==> src/hw/rtl/mt19937_keystream_byte_decrypt_unit_macros.svh <==
// Assertion macros shared by the keystream decrypt unit.
// Every module that uses them has i_clk and i_rst_n in scope.
`ifndef MT19937_KEYSTREAM_BYTE_DECRYPT_UNIT_MACROS_SVH
`define MT19937_KEYSTREAM_BYTE_DECRYPT_UNIT_MACROS_SVH

// Same-cycle implication.
`define MTKD_ASSERT_IMPL(label, ante, cons) \
    label: assert property (@(posedge i_clk) disable iff (!i_rst_n) (ante) |-> (cons)) \
        else $error("mtkd: same-cycle check failed");

// Next-cycle implication.
`define MTKD_ASSERT_NEXT(label, ante, cons) \
    label: assert property (@(posedge i_clk) disable iff (!i_rst_n) (ante) |=> (cons)) \
        else $error("mtkd: next-cycle check failed");

`endif

==> src/hw/rtl/mtkd_pkg.sv <==
package mtkd_pkg;

    localparam int TW_N   = 624;
    localparam int TW_M   = 397;
    localparam int IDX_W  = 10;
    localparam int WORD_W = 32;

    localparam logic [31:0] SEED_XOR   = 32'hA9C36DE1;
    localparam int          SEED_SHIFT = 7;
    localparam logic [31:0] INIT_MULT  = 32'd1812433253;
    localparam logic [31:0] MATRIX_A   = 32'h9908B0DF;
    localparam logic [31:0] TEMPER_B   = 32'h9D2C5680;
    localparam logic [31:0] TEMPER_C   = 32'hEFC60000;

    // Register map.
    localparam logic REG_ENTRY_SEED = 1'b0;

    typedef logic [WORD_W-1:0] t_word;
    typedef logic [IDX_W-1:0]  t_idx;

    // Commands from the controller to the datapath.
    typedef struct packed {
        logic capture;
        logic seed_start;
        logic seed_mul;
        logic seed_wr;
        logic rd_far;
        logic twist;
        logic out_load;
    } t_dp_cmd;

    typedef struct packed {
        logic seed_last;
    } t_dp_sts;

    function automatic t_word temper(input t_word w);
        t_word y;
        y = w;
        y = y ^ (y >> 11);
        y = y ^ ((y << 7) & TEMPER_B);
        y = y ^ ((y << 15) & TEMPER_C);
        y = y ^ (y >> 18);
        return y;
    endfunction

endpackage

==> src/hw/rtl/mtkd_ctrl.sv <==
`include "mt19937_keystream_byte_decrypt_unit_macros.svh"

module mtkd_ctrl (
    input  logic             i_clk,
    input  logic             i_rst_n,
    input  logic             i_in_valid,
    input  logic             i_in_last,
    output logic             o_in_stall,
    output logic             o_out_valid,
    input  logic             i_out_stall,
    output mtkd_pkg::t_dp_cmd o_cmd,
    input  mtkd_pkg::t_dp_sts i_sts
);
    import mtkd_pkg::*;

    typedef enum logic [2:0] {
        S_IDLE,
        S_SEED_MUL,
        S_SEED_WR,
        S_RD_PAIR,
        S_RD_FAR,
        S_TWIST,
        S_EMIT
    } t_state;

    t_state  r_state;
    t_state  n_state;
    logic    r_needs_seed;
    logic    r_out_valid;
    logic    accept;
    logic    out_free;
    t_dp_cmd cmd;

    assign accept   = (r_state == S_IDLE) && i_in_valid;
    assign out_free = !r_out_valid || !i_out_stall;

    always_comb begin
        cmd     = '0;
        n_state = r_state;
        case (r_state)
            S_IDLE: begin
                if (i_in_valid) begin
                    cmd.capture    = 1'b1;
                    cmd.seed_start = r_needs_seed;
                    n_state        = r_needs_seed ? S_SEED_MUL : S_RD_PAIR;
                end
            end
            S_SEED_MUL: begin
                cmd.seed_mul = 1'b1;
                n_state      = S_SEED_WR;
            end
            S_SEED_WR: begin
                cmd.seed_wr = 1'b1;
                n_state     = i_sts.seed_last ? S_RD_PAIR : S_SEED_MUL;
            end
            S_RD_PAIR: begin
                n_state = S_RD_FAR;
            end
            S_RD_FAR: begin
                cmd.rd_far = 1'b1;
                n_state    = S_TWIST;
            end
            S_TWIST: begin
                cmd.twist = 1'b1;
                n_state   = S_EMIT;
            end
            S_EMIT: begin
                if (out_free) begin
                    cmd.out_load = 1'b1;
                    n_state      = S_IDLE;
                end
            end
            default: begin
                n_state = S_IDLE;
            end
        endcase
    end

    always_ff @(posedge i_clk) begin
        if (!i_rst_n) begin
            r_state      <= S_IDLE;
            r_needs_seed <= 1'b1;
            r_out_valid  <= 1'b0;
        end else begin
            r_state <= n_state;
            // The entry that a last beat closes is re-seeded on the next beat.
            if (accept) begin
                r_needs_seed <= i_in_last;
            end
            if (cmd.out_load) begin
                r_out_valid <= 1'b1;
            end else if (!i_out_stall) begin
                r_out_valid <= 1'b0;
            end
        end
    end

    assign o_in_stall  = (r_state != S_IDLE);
    assign o_out_valid = r_out_valid;
    assign o_cmd       = cmd;

    `MTKD_ASSERT_IMPL(a_load_when_free, cmd.out_load, out_free)
    `MTKD_ASSERT_NEXT(a_last_reseeds, accept && i_in_last, r_needs_seed)
    `MTKD_ASSERT_NEXT(a_seed_loops, (r_state == S_SEED_WR) && !i_sts.seed_last,
        r_state == S_SEED_MUL)
    `MTKD_ASSERT_NEXT(a_stalled_result_holds, r_out_valid && i_out_stall, r_out_valid)

endmodule

==> config.mk <==
export PLATFORM = sky130hd
export DESIGN_NAME = mtkd_ctrl
export DESIGN_NICKNAME = d
export VERILOG_FILES = /design/src/hw/rtl/mtkd_pkg.sv /design/src/hw/rtl/mtkd_ctrl.sv
export VERILOG_INCLUDE_DIRS = /design/src /design/src/hw/rtl
export SDC_FILE = /design/constraint.sdc
export NUM_CORES = 1
export LEC_CHECK = 0
export ABC_AREA = 1
export BUFFER_PORTS_ARGS = -buffer_cell sky130_fd_sc_hd__buf_2
export CAP_MARGIN = 15
export CORE_AREA = 3 3 40 42
export DETAILED_ROUTE_END_ITERATION = 8
export DIE_AREA = 0 0 43 45
export PLACE_DENSITY = 0.44
export REMOVE_ABC_BUFFERS = 1
export SYNTH_ARGS = -nofsm -noshare
export SYNTH_HDL_FRONTEND = slang
export SYNTH_SLANG_ARGS = --single-unit
==> constraint.sdc <==
create_clock -name i_clk -period 1.03 [get_ports i_clk]
set_input_delay 0.103 -clock i_clk [delete_from_list [all_inputs] [get_ports i_clk]]
set_output_delay 0.103 -clock i_clk [all_outputs]
set_load 0.02 [all_outputs]
==> metrics list, run 1 <==
- The number of antenna violations at the first check in global routing was 0.
- Entering global routing, the biggest net connects 7 pins.
- Worst hold slack across all endpoints: 0.06710 ns
- 15 I/O pins were placed.
- The tree is rooted in a sky130_fd_sc_hd__clkbuf_4.
- The HPWL after detailed placement is 566.3 um.
* Result of the run: finished with violations
- CTS built an H-tree with a depth of 1.
* Number of nets with antenna violations after detailed routing: 0
- Registers take 111.4 um2.
- Share of the yosys chip area belonging to registers: 32.39%
- Total via count in the routed design: 360
* Transition at the pin with the smallest max-transition slack: 0.1700 ns
* Area of combinational cells with multiple inputs: 227.7 um2
- The clock passes through at most 2 buffers.
* Synth Register Bits: 5
* Final min period: 1.173 ns
- The signal on the critical path passes through buf_6 > nand2_4 > nor2_2 > buf_4.
- For this run, the slowest stage of the critical path takes 0.39 ns.
- The initial utilization of the core area, before any placement, comes to 24.05%.
- Cell area power density: 1339 nW/um2
- Clk sink count: 5
* Cell type with the highest aggregate area in the netlist: sky130_fd_sc_hd__dfxtp_1
- Max-cap violations in this run came to 0.
* Failing checks: setup timing
* Synth warn: 0
* CTS tree: yes
- VDD IR max: 485.6 uV
* Setup Crit Path Kind: reg2out
- By area the synthesized netlist is led by sky130_fd_sc_hd__dfxtp_1 (32%), sky130_fd_sc_hd__nor2_4 (7.3%), sky130_fd_sc_hd__nand2_1 (6.1%), sky130_fd_sc_hd__nor2_1 (6.1%), sky130_fd_sc_hd__a21oi_2 (5.7%).
- Measured along the y axis, the die boundary spans 45 um.
- Worst path top cell family by delay: flip-flops
- Row generation in the floorplan step produced 13 rows.
- At the worst endpoint, the arrival time is 1.07 ns.
- Global routing used 10.24% of the available tracks across all layers.
- After synthesis, the mean cell area works out to 7.187 um2.
- Once placement completed, the tool counted placed cells totaling 74.
- The congestion estimate from routability-driven global placement came to 0.6891.
- Iteration-0 DRC count of the detailed router: 6
* Quantity of hold-fixing buffers added after cts: 0
- Setup violations remaining at the end of the flow were counted as 11.
- Floorplan die area: 1935 um2
* Synth-to-layout area growth: 96.36%
- STA classifies the critical path endpoint as an output pin.
* Layout cells sized above 1: 74.29%
- In this run the standard cell core region covers 1285 um2.
- The final max-slew violation count came to 0.
* Overall routed net length: 929 um
- Slew Limit Headroom: 88.67%
- The share of synthesized area in the top cell type comes to 32.39%.
- On the final layout, the worst clock skew is 0.009633 ns.
- The via count of the first global-routing pass was 369.
* Hold WC Path Type: in2reg
- Count of fill cells added during filler insertion: 137
- In the final design database the tool counted 77 nets.
- Before antenna repair, the detailed router went through 2 iterations.
* CP max-delay cell: sky130_fd_sc_hd__dfxtp_4
- Unrepaired setup endpoints after global routing: true
- Clock-pin slew of the registers on the worst-case setup and hold paths: 0.05 ns
- Die Width: 43 um
- Final Cycle Share: 113.9%
* Insertion delay to the later sink of the worst-skew pair: 0.25 ns
- Crit Path Max Fanout: 4
- Post-route setup slack: -0.1430 ns
- The repair_antennas step left the layout with diodes totalling 0.
- Maximum clock frequency: 0.8526 GHz
* R2r setup slk: -0.03 ns
- STA classifies the critical path startpoint as a flop.
- In the synthesized netlist, the number of instances is 43.
- Average vias per placed instance: 4.235
- Cell Count, Final, Fillers Out: 85
- In the final routed layout, each cell accounts on average for 10.93 um.
* Congestion Overflow GR: 0
- In the routed design, unresolved DRC markers number 0.
- Area of the mapped netlist: 309.0 um2
- Wire length of the first global-routing pass: 1.469 mm
* Final hold vios: 0
- Critical path data required time: 0.93 ns
* Static leakage: 0.0002819 uW
- Clock buffer count from CTS: 3
- Together, buffers and inverters on the worst path number 2.
- Port buffering added 14 buffers.
- The number of different library cells used by synthesis comes to 17.
synthesized netlist by cell type:
master	instances
sky130_fd_sc_hd__nand3_1	3
sky130_fd_sc_hd__nor2_4	2
sky130_fd_sc_hd__nand2_4	1
sky130_fd_sc_hd__buf_4	1
sky130_fd_sc_hd__inv_1	4
sky130_fd_sc_hd__nor3_1	3
sky130_fd_sc_hd__nor2_1	5
sky130_fd_sc_hd__nand2_1	5
sky130_fd_sc_hd__a21oi_1	2
sky130_fd_sc_hd__nor2_2	2
sky130_fd_sc_hd__nand4_1	1
sky130_fd_sc_hd__nand3_2	1
sky130_fd_sc_hd__nand2_2	1
sky130_fd_sc_hd__a21oi_2	2
sky130_fd_sc_hd__dfxtp_1	5
sky130_fd_sc_hd__o211ai_1	1
sky130_fd_sc_hd__inv_2	4
sequential cells by signal, summed over array words and instances, names as in the netlist:
signal        count
r_state           3
o_out_valid       1
r_needs_seed      1
layout make-up:
| cell class | count | area share [%] |
|---|---|---|
| Inverter | 8 | 5.773 |
| Tap cell | 15 | 3.093 |
| Sequential cell | 5 | 18.35 |
| Timing Repair Buffer | 24 | 30.93 |
| Clock buffer | 4 | 4.330 |
| Multi-Input combinational cell | 29 | 37.53 |
power breakdown:
group          total (uW)  leakage, uW  internal, uW  switching (uW)
logic                 327     0.000224           156             171
clock network         246    0.0000150           148            98.1
registers             240    0.0000431           212            28.1
layer usage:
metal / GRT usage [%] / part of all wire [%] / up-vias / wire [um]
met4: 9.036 / 2.0 / 0 / 19
li1: - / - / 189 / -
met5: 0 / 0 / - / 0
met3: 1.195 / 4.3 / 2 / 40
met2: 17.96 / 57 / 10 / 527
met1: 10.84 / 37 / 159 / 342
what timing repair did:
item / CTS / global route
buffers inserted: 6 / 1
pin swaps: 5 / 5
endpoints found under the hold margin: 0 / 0
setup endpoints to repair: 8 / 11
resized for setup: 31 / 5
metrics by stage:
stage / util, % / instance area, um2 / worst slack, ns / TNS [ns] / power (uW)
after floorplan: - / 301.5 / -0.03623 / -0.07010 / 379.4
after global placement: 32.13 / 412.9 / 0.01971 / 0 / 455.4
after detailed placement: 32.13 / 412.9 / 0.01640 / 0 / 453.4
after CTS: 45.18 / 580.6 / -0.1256 / -0.8241 / 786.8
after global routing: 47.22 / 606.8 / -0.1810 / -1.416 / 854.4
final: 47.22 / 606.8 / -0.1430 / -0.8766 / 812.6
cell usage in the layout (no fill, tap or decap), types with 2 or more instances in the layout:
cell / count
sky130_fd_sc_hd__nor2_4: 4
sky130_fd_sc_hd__nand2_4: 2
sky130_fd_sc_hd__dfxtp_4: 3
sky130_fd_sc_hd__nand2_1: 3
sky130_fd_sc_hd__inv_1: 3
sky130_fd_sc_hd__clkbuf_4: 3
sky130_fd_sc_hd__buf_6: 6
sky130_fd_sc_hd__nor2_1: 2
sky130_fd_sc_hd__nor2_2: 3
sky130_fd_sc_hd__nand3_1: 2
sky130_fd_sc_hd__buf_2: 6
sky130_fd_sc_hd__inv_2: 3
sky130_fd_sc_hd__dfxtp_1: 2
sky130_fd_sc_hd__a21oi_2: 2
sky130_fd_sc_hd__buf_4: 12
sky130_fd_sc_hd__inv_4: 2
sky130_fd_sc_hd__a21oi_1: 2
sky130_fd_sc_hd__nand2_2: 2
worst reg2reg max path, stage by stage (launching register included):
cell and delay (ns):
sky130_fd_sc_hd__dfxtp_4 0.37, sky130_fd_sc_hd__inv_4 0.07, sky130_fd_sc_hd__nand3_4 0.09, sky130_fd_sc_hd__buf_6 0.14
sky130_fd_sc_hd__nor2_4 0.14, sky130_fd_sc_hd__nor2_4 0.05, sky130_fd_sc_hd__nand2_2 0.06, sky130_fd_sc_hd__a21oi_2 0.04
worst paths after layout:
path,start,end,cells past startpoint
setup reg to reg,r_state[0],r_state[1],7
setup / recovery,r_state[0],o_cmd[1],4
hold reg to reg,o_out_valid,o_out_valid,2
hold / removal,i_in_last,r_needs_seed,3
cells by family (layout without fill, tap and decap cells):
kind of cell / Yosys count / in the layout / share of synthesized area (%)
compound gates: 5 / 5 / 11.34
buf+inv: 9 / 36 / 12.14
simple gates: 24 / 24 / 44.13
flops: 5 / 5 / 32.39
(Power assumes the default switching activity.)
==> run 2: changes to the inputs <==
Settings changed: GPL_TIMING_DRIVEN set to 0.
==> run 2 against run 1 <==
The run still ends with setup timing left. Sequential share of layout area is 0.55 points higher. Via count is 3.6% higher. Register-to-register slack hardly changed. Worst hold slack better by 0.012 ns. Core utilization is 1.4 points lower. Cell count is 3.5% lower. Power is 2.0% lower. Design area is 2.9% lower. Count of clock-buffer cells in the layout stayed put. Combinational power is 2% higher. Setup slack better by 0.017 ns. Critical path type unchanged. Critical endpoint is now o_cmd[5].
==> metrics list, run 2 (same netlist as run 1, synthesis figures left out) <==
* Result of the run: finished with violations
- Failing checks: setup timing
- For this run, the share of the core covered by cells in the final layout is 45.86%.
* Mean routed wirelength per cell: 9.756 um
- The area growth from synthesis to layout is 90.69%.
* Boundary Pins: 15
- From bottom edge to top edge, the die measures 45 um.
- STA puts the critical path data required time at 0.93 ns.
- Crit Path Max Fanout: 5
- For this design the static power due to leakage is 0.0002810 uW.
- The clock net in this run drives a total of 5 sinks.
- The number of antenna violations at the first check in global routing was 0.
- Overall power consumption after layout is estimated at 796.7 uW.
* Largest net degree at the start of global routing: 7
* Max reg flops: 3
- Placed wire-length estimate after detailed placement: 550.7 um
* Count of fill cells added during filler insertion: 128
- Worst Clk Skew: 0.0001326 ns
- After clock tree synthesis, the clock-pin slew on the worst setup and hold paths is 0.04 ns.
- # rows: 13
- Transition at the pin with the smallest max-transition slack: 0.1593 ns
* Insertion delay to the later sink of the worst-skew pair: 0.24 ns
* Longest Clk Path Bufs: 2
- Hold WC Path Type: in2reg
- Setup slack on the critical path of the routed design comes to -0.1255 ns.
- Maximum clock frequency: 0.8654 GHz
- Final count of pins violating max slew: 0
- In this run, the number of DRC markers left after iteration 0 of detailed routing was 8.
- The via count of the first global-routing pass was 329.
- Final Cycle Share: 112.2%
* Final min period: 1.155 ns
* NumNets Final: 74
* All-Layer GR Usage: 9.061%
- Unrepaired setup endpoints after global routing: true
- TritonCTS built the clock tree.
- Routability-driven placement finished with a final weighted congestion of 0.6751.
* Clock root buffer master: sky130_fd_sc_hd__clkbuf_4
- Overall routed net length: 800 um
- Congestion Overflow GR: 0
* Cell area power density: 1352 nW/um2
- The floorplan step set the die width to 43 um.
- Largest Register: r_state
- The first detailed-routing pass ran for 4 iterations.
* Number of nets with antenna violations after detailed routing: 0
- Input and output buffers added on the ports amount to 14.
- For this configuration, the core starts out at a cell density of 24.05%.
- Of the cells placed in the final design, the portion with a size suffix greater than 1 is 74.63%.
- Floorplan die area: 1935 um2
* Average vias per placed instance: 4.549
* VDD IR max: 586.9 uV
* Diode insertion count for antenna repair: 0
- CTS built an H-tree with a depth of 1.
- In the layout the commonest cells are sky130_fd_sc_hd__buf_2 (7), sky130_fd_sc_hd__buf_4 (7), sky130_fd_sc_hd__buf_6 (7), sky130_fd_sc_hd__nor2_4 (5).
- Drt drc: 0
* Clock buffer count from CTS: 3
- The worst setup path is of the reg2out kind.
* Total setup violations reported at the end of the flow: 10
- Across all layers, the routed design uses 373 vias.
- CP endpoint kind: output pin
* CP startpoint kind: flop
- The number of hold violations in the final report came to 0.
* Data arrival time of the critical path: 1.05 ns
- Measured against its own limit, the worst slew margin works out to 89.38%.
* Wire length of the first global-routing pass: 1.290 mm
- Placeable core region: 1285 um2
* Max-capacitance violation count: 0
* Summed negative setup slack over all endpoints: -0.6901 ns
run 2: final cells by class:
class	instances	area (um2)	share of cell area (%)
clock buffers	4	26.28	4.459
multi-input cells	29	229.0	38.85
well taps	15	18.77	3.185
inverters	8	37.54	6.369
flip-flops and latches	5	111.4	18.90
repair buffers	21	166.4	28.24
run 2: per-layer routing:
metal  routed length, um  part of all wire [%]  GRT usage [%]  vias to the layer above
li1                    -                     -              -                      185
met1                 324                    41          9.592                      174
met2                 420                    53          15.27                       10
met3                  34                   4.3          2.390                        4
met4                  21                   2.6          7.229                        0
met5                   0                     0              0                        -
run 2: path summary, 6_finish.rpt:
path,start,endpoint,slack [ns],cells after the start
min reg2reg,o_out_valid,o_out_valid,0.53,2
min,i_in_last,r_needs_seed,0.08,3
max,r_state[1],o_cmd[5],-0.13,4
max reg2reg,r_state[2],r_needs_seed,-0.04,7
run 2: power breakdown:
| group | switching (uW) | internal, uW |
|---|---|---|
| logic | 169 | 164 |
| registers | 31.7 | 213 |
| clock network | 72.7 | 146 |
run 2: critical path, stage by stage (launching register included):
cell                      delay [ns]
sky130_fd_sc_hd__dfxtp_4        0.37
sky130_fd_sc_hd__nor2_4         0.13
sky130_fd_sc_hd__nand3_2        0.09
sky130_fd_sc_hd__nor2_2         0.10
sky130_fd_sc_hd__buf_6          0.12
run 2: metrics by stage:
stage                     setup WS (ns)  cell area (um2)  std cells  hold slack (ns)
after floorplan                -0.03623            301.5         42           0.2016
after global placement         -0.03151            390.4         71           0.3256
after detailed placement       -0.01439            390.4         71           0.3273
after CTS                       -0.1401            531.8         80          0.07618
after global routing            -0.1735            589.3         82           0.1137
final                           -0.1255            589.3         82          0.07883
run 2: timing repair:
item	CTS	global route
hold buffers	0	0
endpoints found under the setup margin	9	11
pin swaps	6	4
buffers inserted	5	2
resized for setup	25	12
endpoints found under the hold margin	0	0
