==> src/hw/rtl/mt19937_keystream_byte_decrypt_unit_macros.svh <==
// Assertion macros shared by the keystream decrypt unit.
// Every module that uses them has i_clk and i_rst_n in scope.
`ifndef MT19937_KEYSTREAM_BYTE_DECRYPT_UNIT_MACROS_SVH
`define MT19937_KEYSTREAM_BYTE_DECRYPT_UNIT_MACROS_SVH

// Same-cycle implication.
`define MTKD_ASSERT_IMPL(label, ante, cons) \
    label: assert property (@(posedge i_clk) disable iff (!i_rst_n) (ante) |-> (cons)) \
        else $error("mtkd: same-cycle check failed");

// Next-cycle implication.
`define MTKD_ASSERT_NEXT(label, ante, cons) \
    label: assert property (@(posedge i_clk) disable iff (!i_rst_n) (ante) |=> (cons)) \
        else $error("mtkd: next-cycle check failed");

`endif

==> src/hw/rtl/mtkd_pkg.sv <==
package mtkd_pkg;

    localparam int TW_N   = 624;
    localparam int TW_M   = 397;
    localparam int IDX_W  = 10;
    localparam int WORD_W = 32;

    localparam logic [31:0] SEED_XOR   = 32'hA9C36DE1;
    localparam int          SEED_SHIFT = 7;
    localparam logic [31:0] INIT_MULT  = 32'd1812433253;
    localparam logic [31:0] MATRIX_A   = 32'h9908B0DF;
    localparam logic [31:0] TEMPER_B   = 32'h9D2C5680;
    localparam logic [31:0] TEMPER_C   = 32'hEFC60000;

    // Register map.
    localparam logic REG_ENTRY_SEED = 1'b0;

    typedef logic [WORD_W-1:0] t_word;
    typedef logic [IDX_W-1:0]  t_idx;

    // Commands from the controller to the datapath.
    typedef struct packed {
        logic capture;
        logic seed_start;
        logic seed_mul;
        logic seed_wr;
        logic rd_far;
        logic twist;
        logic out_load;
    } t_dp_cmd;

    typedef struct packed {
        logic seed_last;
    } t_dp_sts;

    function automatic t_word temper(input t_word w);
        t_word y;
        y = w;
        y = y ^ (y >> 11);
        y = y ^ ((y << 7) & TEMPER_B);
        y = y ^ ((y << 15) & TEMPER_C);
        y = y ^ (y >> 18);
        return y;
    endfunction

endpackage

==> src/hw/rtl/mtkd_datapath.sv <==
`include "mt19937_keystream_byte_decrypt_unit_macros.svh"

module mtkd_datapath (
    input  logic              i_clk,
    input  logic              i_rst_n,
    input  mtkd_pkg::t_dp_cmd i_cmd,
    output mtkd_pkg::t_dp_sts o_sts,
    input  mtkd_pkg::t_word   i_entry_seed,
    input  logic [7:0]        i_cipher_byte,
    input  logic              i_last_byte,
    output logic [7:0]        o_plain_byte,
    output logic              o_last_out,
    output logic              o_wr_en,
    output mtkd_pkg::t_idx    o_wr_addr,
    output mtkd_pkg::t_word   o_wr_data,
    output mtkd_pkg::t_idx    o_rd_addr_a,
    output mtkd_pkg::t_idx    o_rd_addr_b,
    input  mtkd_pkg::t_word   i_rd_data_a,
    input  mtkd_pkg::t_word   i_rd_data_b
);
    import mtkd_pkg::*;

    t_idx       r_idx;
    t_word      r_prev;
    t_word      r_prod;
    t_word      r_y;
    logic [7:0] r_cipher;
    logic       r_last;
    logic [7:0] r_plain;
    logic [7:0] r_out_plain;
    logic       r_out_last;

    t_idx  idx_p1;
    t_idx  idx_pm;
    t_word seed_val;
    t_word seed_word;
    t_word twisted;
    t_word keystream;
    logic  seed_last;

    assign idx_p1 = (r_idx == IDX_W'(TW_N - 1)) ? '0 : r_idx + IDX_W'(1);
    assign idx_pm = (r_idx >= IDX_W'(TW_N - TW_M)) ? r_idx - IDX_W'(TW_N - TW_M)
                                                    : r_idx + IDX_W'(TW_M);

    assign seed_val  = (i_entry_seed << SEED_SHIFT) ^ SEED_XOR;
    assign seed_word = r_prod + {{(WORD_W - IDX_W){1'b0}}, r_idx};
    assign seed_last = (r_idx == IDX_W'(TW_N - 1));

    // At twist time the far word is on port A; r_y holds the merged pair.
    assign twisted   = i_rd_data_a ^ (r_y >> 1) ^ (r_y[0] ? MATRIX_A : '0);
    assign keystream = temper(twisted);

    always_ff @(posedge i_clk) begin
        if (!i_rst_n) begin
            r_idx <= '0;
        end else if (i_cmd.seed_start) begin
            r_idx <= IDX_W'(1);
        end else if (i_cmd.seed_wr) begin
            r_idx <= seed_last ? '0 : r_idx + IDX_W'(1);
        end else if (i_cmd.twist) begin
            r_idx <= idx_p1;
        end
    end

    always_ff @(posedge i_clk) begin
        if (i_cmd.capture) begin
            r_cipher <= i_cipher_byte;
            r_last   <= i_last_byte;
        end
        if (i_cmd.seed_start) begin
            r_prev <= seed_val;
        end else if (i_cmd.seed_wr) begin
            r_prev <= seed_word;
        end
        if (i_cmd.seed_mul) begin
            r_prod <= INIT_MULT * (r_prev ^ (r_prev >> 30));
        end
        if (i_cmd.rd_far) begin
            r_y <= {i_rd_data_a[WORD_W-1], i_rd_data_b[WORD_W-2:0]};
        end
        if (i_cmd.twist) begin
            r_plain <= r_cipher ^ keystream[7:0];
        end
        if (i_cmd.out_load) begin
            r_out_plain <= r_plain;
            r_out_last  <= r_last;
        end
    end

    always_comb begin
        o_wr_en   = 1'b0;
        o_wr_addr = r_idx;
        o_wr_data = twisted;
        if (i_cmd.seed_start) begin
            o_wr_en   = 1'b1;
            o_wr_addr = '0;
            o_wr_data = seed_val;
        end else if (i_cmd.seed_wr) begin
            o_wr_en   = 1'b1;
            o_wr_data = seed_word;
        end else if (i_cmd.twist) begin
            o_wr_en = 1'b1;
        end
    end

    assign o_rd_addr_a     = i_cmd.rd_far ? idx_pm : r_idx;
    assign o_rd_addr_b     = idx_p1;
    assign o_sts.seed_last = seed_last;
    assign o_plain_byte    = r_out_plain;
    assign o_last_out      = r_out_last;

    `MTKD_ASSERT_IMPL(a_idx_in_range, 1'b1, r_idx < IDX_W'(TW_N))
    `MTKD_ASSERT_NEXT(a_seed_end_rewinds, i_cmd.seed_wr && seed_last, r_idx == '0)
    `MTKD_ASSERT_NEXT(a_twist_advances, i_cmd.twist, r_idx == $past(idx_p1))

endmodule

==> config.mk <==
export PLATFORM = sky130hd
export DESIGN_NAME = mtkd_datapath
export DESIGN_NICKNAME = d
export VERILOG_FILES = /design/src/hw/rtl/mtkd_pkg.sv /design/src/hw/rtl/mtkd_datapath.sv
export VERILOG_INCLUDE_DIRS = /design/src /design/src/hw/rtl
export SDC_FILE = /design/constraint.sdc
export NUM_CORES = 1
export LEC_CHECK = 0
export BUFFER_PORTS_ARGS = -buffer_cell sky130_fd_sc_hd__buf_4
export CAP_MARGIN = 0
export CORE_ASPECT_RATIO = 0.75
export CORE_MARGIN = 1.5
export CORE_UTILIZATION = 60
export CTS_CLUSTER_DIAMETER = 80
export CTS_CLUSTER_SIZE = 25
export DETAILED_ROUTE_END_ITERATION = 12
export HOLD_SLACK_MARGIN = 0.03
export PLACE_DENSITY_LB_ADDON = 0.15
export REMOVE_ABC_BUFFERS = 1
export SYNTH_ARGS = -nofsm -noshare
export SYNTH_HDL_FRONTEND = slang
export SYNTH_SLANG_ARGS = --single-unit
==> constraint.sdc <==
create_clock -name i_clk -period 8.5 [get_ports i_clk]
set_clock_uncertainty 0.05 [all_clocks]
set_input_delay 0.425 -clock i_clk [delete_from_list [all_inputs] [get_ports i_clk]]
set_output_delay 0.425 -clock i_clk [all_outputs]
set_load 0.05 [all_outputs]
==> results of run 1 <==
## path summary, 6_finish.rpt
path	from	endpoint	slack [ps]	depth (start not counted)
worst max-delay path	r_prev[11]	r_prod[31]	1370	23
worst min-delay path	i_rd_data_b[2]	r_y[2]	120	1
worst max register to register	r_prev[11]	r_prod[31]	1370	23
worst min register to register	r_plain[1]	o_plain_byte[1]	360	0
## registers in the layout, summed over array words and instances (netlist names)
signal,cells
r_cipher,8
o_last_out,1
r_prod,32
r_prev,32
r_last,1
r_y,32
o_plain_byte,8
r_plain,8
r_idx,10
## area by class of cell
cell class	count	area (um2)	share of cell area, %
Inverter	241	905	5.44
Sequential cell	132	3820	23.0
Multi-Input combinational cell	935	9560	57.5
Clock buffer	18	429	2.58
Timing Repair Buffer	185	1390	8.35
Clock inverter	14	153	0.917
Tap cell	300	375	2.26
## stage by stage
stage	std cells	hold slack, ps	worst slack, ps	cell area (um2)	util (%)
finish	1825	123	1370	16600	71.4
global route	1825	111	1010	16600	71.4
CTS	1825	113	1430	16600	71.4
detailed placement	1793	355	1440	16100	68.9
global placement	1793	353	1550	16100	68.9
floorplan	1308	350	2150	14300	-
## synthesized netlist by cell type (3+ instances only)
master / instances / area [um2]
dfxtp_1: 14 / 280
o21ai_1: 9 / 45.0
o21bai_1: 9 / 67.6
nor2b_1: 16 / 100
nand4_1: 6 / 37.5
buf_1: 3 / 11.3
and3_1: 9 / 56.3
a211oi_1: 6 / 45.0
and2_1: 4 / 25.0
or2_2: 6 / 37.5
a31oi_1: 5 / 31.3
fa_1: 147 / 2940
o21ai_0: 27 / 135
o211ai_1: 10 / 75.1
inv_1: 241 / 905
xor2_1: 53 / 464
o21a_1: 3 / 22.5
ha_1: 220 / 2750
nor3_1: 13 / 65.1
a21oi_1: 35 / 175
nand2b_1: 14 / 87.6
or3_1: 6 / 37.5
xnor2_1: 129 / 1130
a21boi_0: 4 / 30.0
clkbuf_1: 22 / 82.6
edfxtp_1: 118 / 3540
o31ai_1: 7 / 52.6
o311ai_1: 4 / 35.0
nand3_1: 19 / 95.1
nor2_1: 41 / 154
a21o_1: 16 / 120
nand2_1: 63 / 236
o22ai_1: 5 / 31.3
or4_1: 3 / 22.5
o221ai_1: 7 / 61.3
and4_1: 3 / 26.3
## worst max-delay path, cell delays in order (launching register included)
cell and delay, ps:
edfxtp_1 840, ha_1 350, ha_1 310, fa_1 510, inv_1 50, fa_1 470, inv_1 50, fa_1 490
inv_1 50, fa_1 540, inv_1 50, fa_1 470, inv_1 50, fa_1 480, inv_1 40, ha_1 410
o21ai_0 110, a21oi_1 210, inv_1 90, a211o_1 330, a2111oi_2 470, o41ai_2 190, o21ai_1 180, a211oi_1 60
## per-layer routing
| metal | wire (um) | track usage, % | share of wire (%) |
|---|---|---|---|
| met5 | 0 | 0 | 0 |
| met4 | 679 | 7.39 | 1.8 |
| met3 | 2860 | 6.40 | 7.7 |
| met2 | 16800 | 49.2 | 45 |
| met1 | 16700 | 44.3 | 45 |
## cell families after synthesis
group	share of synthesized area [%]
buffers and inverters	7.09
flip-flops	26.5
AND/OR/NAND/NOR	7.55
XOR/XNOR	11.1
adder cells (fa/ha/maj)	39.7
multiplexers	0.217
AO/OA/AOI/OAI	7.88
## placed cells by master (no fill, tap or decap), types with 13 or more instances in the layout
master	synthesis	final
inv_1	241	241
ha_1	220	220
buf_4	1	185
fa_1	147	147
xnor2_1	129	129
edfxtp_1	118	118
nand2_1	63	63
xor2_1	53	53
nor2_1	41	41
a21oi_1	35	35
o21ai_0	27	27
nand3_1	19	19
clkbuf_16	0	17
nor2b_1	16	16
a21o_1	16	16
nand2b_1	14	14
dfxtp_1	14	14
nor3_1	13	13
==> flow_summary.ini, run 1 <==
[cts]
clkSlewWorstSetupHoldPaths_ps = 70
clock_latency_ps = 430
post-cts-setup-buffer-count = 0
htreeDepth = 4
cts-root-buf = clkbuf_16
hold_buffers = 0
numClockSinks = 132
cts_buffers = 17
post_cts_resized = 0
ctsLongestPathBuffers = 2
cts_tree = yes

[floorplanning]
die_w_um = 182
fp.dieH_um = 137
initial_utilization_pct = 61.8
ios = 187
rows = 48
core_um2 = 23300
fp.dieArea_um2 = 25000

[drt]
vias_per_cell = 5.66
finalWirelength_mm = 37.0
ant_nets = 0
route.detailed.drc = 0
drt-initial-drc-count = 874
num_vias = 10338
wire_per_inst_um = 20.3
dr.pass1.iters = 7

[logic_synthesis]
ys_dominant_reg_cell = edfxtp_1
syn_inst = 1337
synth.avg_cell_area_um2 = 10.8
yosysSeqAreaShare_pct = 26.5
async_flop_share_pct = 0
synth.distinct_cells = 69
yosys_warnings = 0
synth_edf_count = 118
synth-seq-cells = 132
syn_area_um2 = 14400

[timing]
worst_slew_pin_slew_ps = 923
min_period_ps = 7130
slew_headroom_pct = 38.2
fin_crit_sh_pct = 83.8
final_hold_viol_count = 0
setup_viol = 0
drv_slew = 0
rsz0062_at_grt = no
max_freq_mhz = 140
tns_ps = 0

[final_layout]
area_delta_synth_final_pct = 15.5
drive_above_1_share_pct = 15.5
n_antenna_cell = 0
nets = 1993
n_fill_cell = 1717

[worst_setup_path]
path_max_fanout = 10
worstSetupEndpointType = flip-flop
setup.worst_path.start_class = flip-flop
cp.required_ps = 8610
critPathArrivalTime_ps = 7230
crit_type = flip-flop to flip-flop

[grt]
antenna_found_initial = 0
grt_max_degree = 42
grt_usage_pct = 31.1
grt_remaining_overflow = 0
grt_pass1_wl_mm = 58.1
first_global_vias = 10566

[run_status]
status = completed

[placed_design]
routabilityCongestion = 0.971
place.port_buffers = 178
dp_hpwl_mm = 30.0

[worst_hold_path]
hold_class = primary input to flip-flop

[job]
cap_viol_max_count = 0
Power of run 1 is not shown: default switching activity piles up to over one toggle a cycle in this logic, so the estimate is an artifact.
==> inputs of run 2 (changes only) <==
--- a/config.mk
+++ b/config.mk
@@ -6,6 +6,7 @@
 export SDC_FILE = /design/constraint.sdc
 export NUM_CORES = 1
 export LEC_CHECK = 0
+export ABC_AREA = 1
 export BUFFER_PORTS_ARGS = -buffer_cell sky130_fd_sc_hd__buf_4
 export CAP_MARGIN = 0
 export CORE_ASPECT_RATIO = 0.75
==> constraint.sdc (replaced) <==
create_clock -name i_clk -period 7.1 [get_ports i_clk]
set_clock_uncertainty 0.05 [all_clocks]
set_input_delay 0.355 -clock i_clk [delete_from_list [all_inputs] [get_ports i_clk]]
set_output_delay 0.355 -clock i_clk [all_outputs]
set_load 0.05 [all_outputs]
==> run 2 against run 1 <==
- non-clock buffer count increased by 8
- via count increased by 22%
- final cell count increased by 26%
- sequential share of layout area decreased by 1.9 points
- maximum frequency increased by 7.1%
- critical endpoint is now r_prod[30]
==> flow_summary.ini, run 2 <==
[floorplanning]
fp.dieArea_um2 = 27200
core_um2 = 25800
initial_utilization_pct = 60.8
die_w_um = 190
ios = 187
fp.dieH_um = 143
rows = 51

[timing]
tns_ps = 0
min_period_ps = 6650
slew_headroom_pct = 29.3
fin_crit_sh_pct = 93.7
setup_viol = 0
drv_slew = 0
final_hold_viol_count = 0
rsz0062_at_grt = no
holdWs_ps = 48.1
max_freq_mhz = 150
worst_slew_pin_slew_ps = 1050

[drt]
vias_per_cell = 5.48
route.detailed.drc = 0
dr.pass1.iters = 5
finalWirelength_mm = 43.7
drt-initial-drc-count = 1057
ant_nets = 0
num_vias = 12647
wire_per_inst_um = 18.9

[worst_setup_path]
crit_type = flip-flop to flip-flop
worstSetupEndpointType = flip-flop
cp_common_cell = fa_1
max_stage_delay_ps = 660
crit_end = r_prod[30]
critPathLaunch = r_prev[10]
path_max_fanout = 7
r2r-end = r_prod[30]
cp.required_ps = 7240
path_cells = buf_4, fa_1, ha_1, fa_1, ha_1, inv_1, fa_1, inv_1, fa_1, fa_1, inv_1, fa_1, inv_1, ha_1, nand2_1, nor4_1, nand3_1, nand4_1, nand2_1
ff2ff_setup_slack_ps = 450
ff2ff_path_depth = 19
critPathArrivalTime_ps = 6790
setup.worst_path.start_class = flip-flop
crit-reg2reg-launch = r_prev[10]
slowest_stage = edfxtp_1

[final_layout]
stdcell_count = 2308
nets = 2432
mostFrequentLayoutCells = inv_1, nand2_1, ha_1, buf_4, fa_1
multi_input_area_um2 = 10400
n_antenna_cell = 0
drive_above_1_share_pct = 15.4
top_regs = r_prev x32, r_prod x32, r_y x32
n_fill_cell = 2028
seq_area_um2 = 3820
final_util_pct = 70.2
mostFrequentLayoutCell = inv_1
area_delta_synth_final_pct = 15.4

[logic_synthesis]
synth.avg_cell_area_um2 = 8.96
yosysMostFrequentCell = inv_1
yosysSeqAreaShare_pct = 24.3
syn_inst = 1754
ys_dominant_reg_cell = edfxtp_1
synth-seq-cells = 132
synth.distinct_cells = 55
ys_top_cells_by_area = edfxtp_1, fa_1, ha_1, inv_1, nand2_1
netlist_top_cells_count = inv_1, nand2_1, ha_1
yosys_warnings = 0
synth_top_area_share_pct = 22.5
synth_top_area_cell = edfxtp_1
synth_edf_count = 118
syn_area_um2 = 15700
async_flop_share_pct = 0

[cts]
cts_buffers = 17
numClockSinks = 132
post_cts_resized = 0
clock_latency_ps = 430
ctsLongestPathBuffers = 2
cts-root-buf = clkbuf_16
htreeDepth = 4
cts_tree = yes
clkSlewWorstSetupHoldPaths_ps = 70
hold_buffers = 0
post-cts-setup-buffer-count = 0

[grt]
grt_pass1_wl_mm = 67.5
grt.busiest_layer = met2
grt_remaining_overflow = 0
grtUsageMet1_pct = 48.8
grtUsageMet2_pct = 50.7
grt_max_degree = 53
antenna_found_initial = 0
grt_usage_pct = 33.1
use_met3_pct = 6.81
first_global_vias = 12447

[placed_design]
dp_hpwl_mm = 36.4
place.port_buffers = 178
dp_cells = 2276
routabilityCongestion = 0.985

[job]
cap_viol_max_count = 0

[worst_hold_path]
hold_class = primary input to flip-flop
hold_depth = 1
min_from = i_cipher_byte[5]

[run_status]
status = completed
-- run 2: cell families (layout without fill, tap and decap cells) --
family,count (synthesis),in the layout,share of synthesized area (%)
compound gates,164,164,6.05
xor+xnor,123,123,7.14
fa+ha+maj,367,367,36.2
buf+inv,388,598,9.44
flops,132,132,24.3
simple gates,580,580,16.8
-- run 2: layout make-up --
class,count,area share (%)
clock buffers,17,2.35
clock inverters,15,1.06
inverters,373,7.72
multi-input cells,1234,57.4
flip-flops and latches,132,21.1
well taps,344,2.37
repair buffers,193,7.99
-- run 2: critical path, delay by kind of cell (launching register included) --
| kind | cells | cell delay, ps |
|---|---|---|
| fa+ha+maj | 9 | 3960 |
| simple gates | 5 | 1200 |
| flops | 1 | 660 |
| buf+inv | 5 | 530 |
-- run 2: worst min-delay path by stage --
stage	end	slack (ps)
CTS	r_y[7]	40
global placement	o_plain_byte[3]	350
finish	r_cipher[5]	50
detailed placement	o_plain_byte[5]	360
floorplan	o_last_out	350
global route	r_y[18]	30
-- run 2: stage by stage --
stage	worst slack (ps)	area, um2
5_1_grt	326	18100
2_1_floorplan	1240	15600
3_5_place_dp	603	17500
4_1_cts	576	18100
6_report	446	18100
3_3_place_gp	720	17500
-- run 2: routing by layer --
metal,vias up,part of all wire (%),wire length (um)
met5,-,0,0
met3,44,9.0,3910
met1,6098,46,20000
met2,478,44,19200
met4,0,1.4,597
li1,6027,-,-
Power of run 2 is left out for the same reason.
==> inputs of run 3 (changes only) <==
--- a/config.mk
+++ b/config.mk
@@ -17,6 +17,7 @@
 export DETAILED_ROUTE_END_ITERATION = 12
 export HOLD_SLACK_MARGIN = 0.03
 export PLACE_DENSITY_LB_ADDON = 0.15
+export RECOVER_POWER = 100
 export REMOVE_ABC_BUFFERS = 1
 export SYNTH_ARGS = -nofsm -noshare
 export SYNTH_HDL_FRONTEND = slang
==> run 3 against run 2 <==
- the flow now finishes with violations (max-capacitance violations, max-slew violations)
- global-route usage unchanged
- sequential share of layout area increased by 0.43 points
- die area is the same
- clock-buffer cell count stayed put
- critical endpoint unchanged
- highest routed layer unchanged
==> flow_summary.ini, run 3 (same netlist as run 2, synthesis figures left out) <==
[timing]
setup_viol = 0
final_hold_viol_count = 0
max_freq_mhz = 149
holdWs_ps = 72.1
rsz0062_at_grt = no
worst_slew_pin_slew_ps = 2430
drv_slew = 129
tns_ps = 0
setup_ws_ps = 391
fin_crit_sh_pct = 94.5
min_period_ps = 6710
slew_headroom_pct = -62.1

[cts]
clock_latency_ps = 430
htreeDepth = 4
cts-root-buf = clkbuf_16
ctsLongestPathBuffers = 2
clkSlewWorstSetupHoldPaths_ps = 60
post-cts-setup-buffer-count = 0
cts_buffers = 17
numClockSinks = 132
post_cts_resized = 0
hold_buffers = 0
cts_tree = yes

[grt]
grt_pass1_wl_mm = 67.5
antenna_found_initial = 1
grt_max_degree = 53
first_global_vias = 12447
grt_remaining_overflow = 0
grt_usage_pct = 33.1

[worst_setup_path]
cp_common_cell = fa_1
ff2ff_setup_slack_ps = 390
slowest_stage = edfxtp_1
cp_num_cells = 19
setup.worst_path.start_class = flip-flop
crit_type = flip-flop to flip-flop
cp.required_ps = 7240
path_delay_family = adder cells
max_stage_delay_ps = 660
path_cells = clkbuf_1, fa_1, ha_1, fa_1, ha_1, inv_1, fa_1, inv_1, fa_1, fa_1, inv_1, fa_1, inv_1, ha_1, nand2_1, nor4_1, nand3_1, nand4_1, nand2_1
crit_buf_inv = 5
ff2ff_path_depth = 19
critPathLaunch = r_prev[10]
critPathArrivalTime_ps = 6850
path_max_fanout = 7
r2r-end = r_prod[30]
worstSetupEndpointType = flip-flop
crit-reg2reg-launch = r_prev[10]

[final_layout]
n_fill_cell = 2120
mostFrequentLayoutCell = inv_1
multi_input_area_um2 = 10300
nets = 2432
area_delta_synth_final_pct = 13.1
top_regs = r_prev x32, r_prod x32, r_y x32
mostFrequentLayoutCells = inv_1, nand2_1, ha_1, fa_1, edfxtp_1
seq_area_um2 = 3820
drive_above_1_share_pct = 10.6
final_util_pct = 68.8

[floorplanning]
fp.dieArea_um2 = 27200
fp.dieH_um = 143
ios = 187
core_um2 = 25800
initial_utilization_pct = 60.8
die_w_um = 190
rows = 51

[drt]
dr.pass1.iters = 5
vias_per_cell = 5.47
num_vias = 12637
finalWirelength_mm = 43.7
route.detailed.drc = 0
wire_per_inst_um = 18.9
drt-initial-drc-count = 1003
ant_nets = 0

[worst_hold_path]
min_from = i_cipher_byte[7]
min_to = r_cipher[7]
hold_depth = 1
hold_class = primary input to flip-flop

[placed_design]
routabilityCongestion = 0.985
place_ws_ps = 603
place.port_buffers = 178
dp_hpwl_mm = 36.4

[job]
cap_viol_max_count = 3

[run_status]
violations = max-capacitance violations, max-slew violations
status = complete, but fails checks
-- run 3: worst max path at each step --
stage | end | slack, ps
CTS | r_prod[30] | 580
detailed placement | r_prod[30] | 600
finish | r_prod[30] | 390
global route | r_prod[30] | 240
global placement | r_prod[30] | 720
floorplan | r_prod[26] | 1240
-- run 3: final cells by class --
class | count | share of cell area, %
Inverter | 373 | 7.88
Tap cell | 344 | 2.42
Sequential cell | 132 | 21.5
Clock buffer | 17 | 2.39
Antenna cell | 1 | 0.0141
Clock inverter | 15 | 1.08
Multi-Input combinational cell | 1234 | 58.1
Timing Repair Buffer | 193 | 6.57
-- run 3: routing by layer --
metal	wire, um	global-route usage (%)	vias to the layer above
met5	0	0	-
met4	588	6.02	0
met3	4100	6.81	46
met2	19200	50.7	494
met1	19900	48.8	6069
li1	-	-	6028
-- run 3: metrics by stage --
| step | area (um2) | instances |
|---|---|---|
| after global routing | 17800 | 2308 |
| after CTS | 18100 | 2308 |
| after global placement | 17500 | 2276 |
| after floorplan | 15600 | 1739 |
| final | 17800 | 2309 |
| after detailed placement | 17500 | 2276 |
Power of run 3 is left out for the same reason.
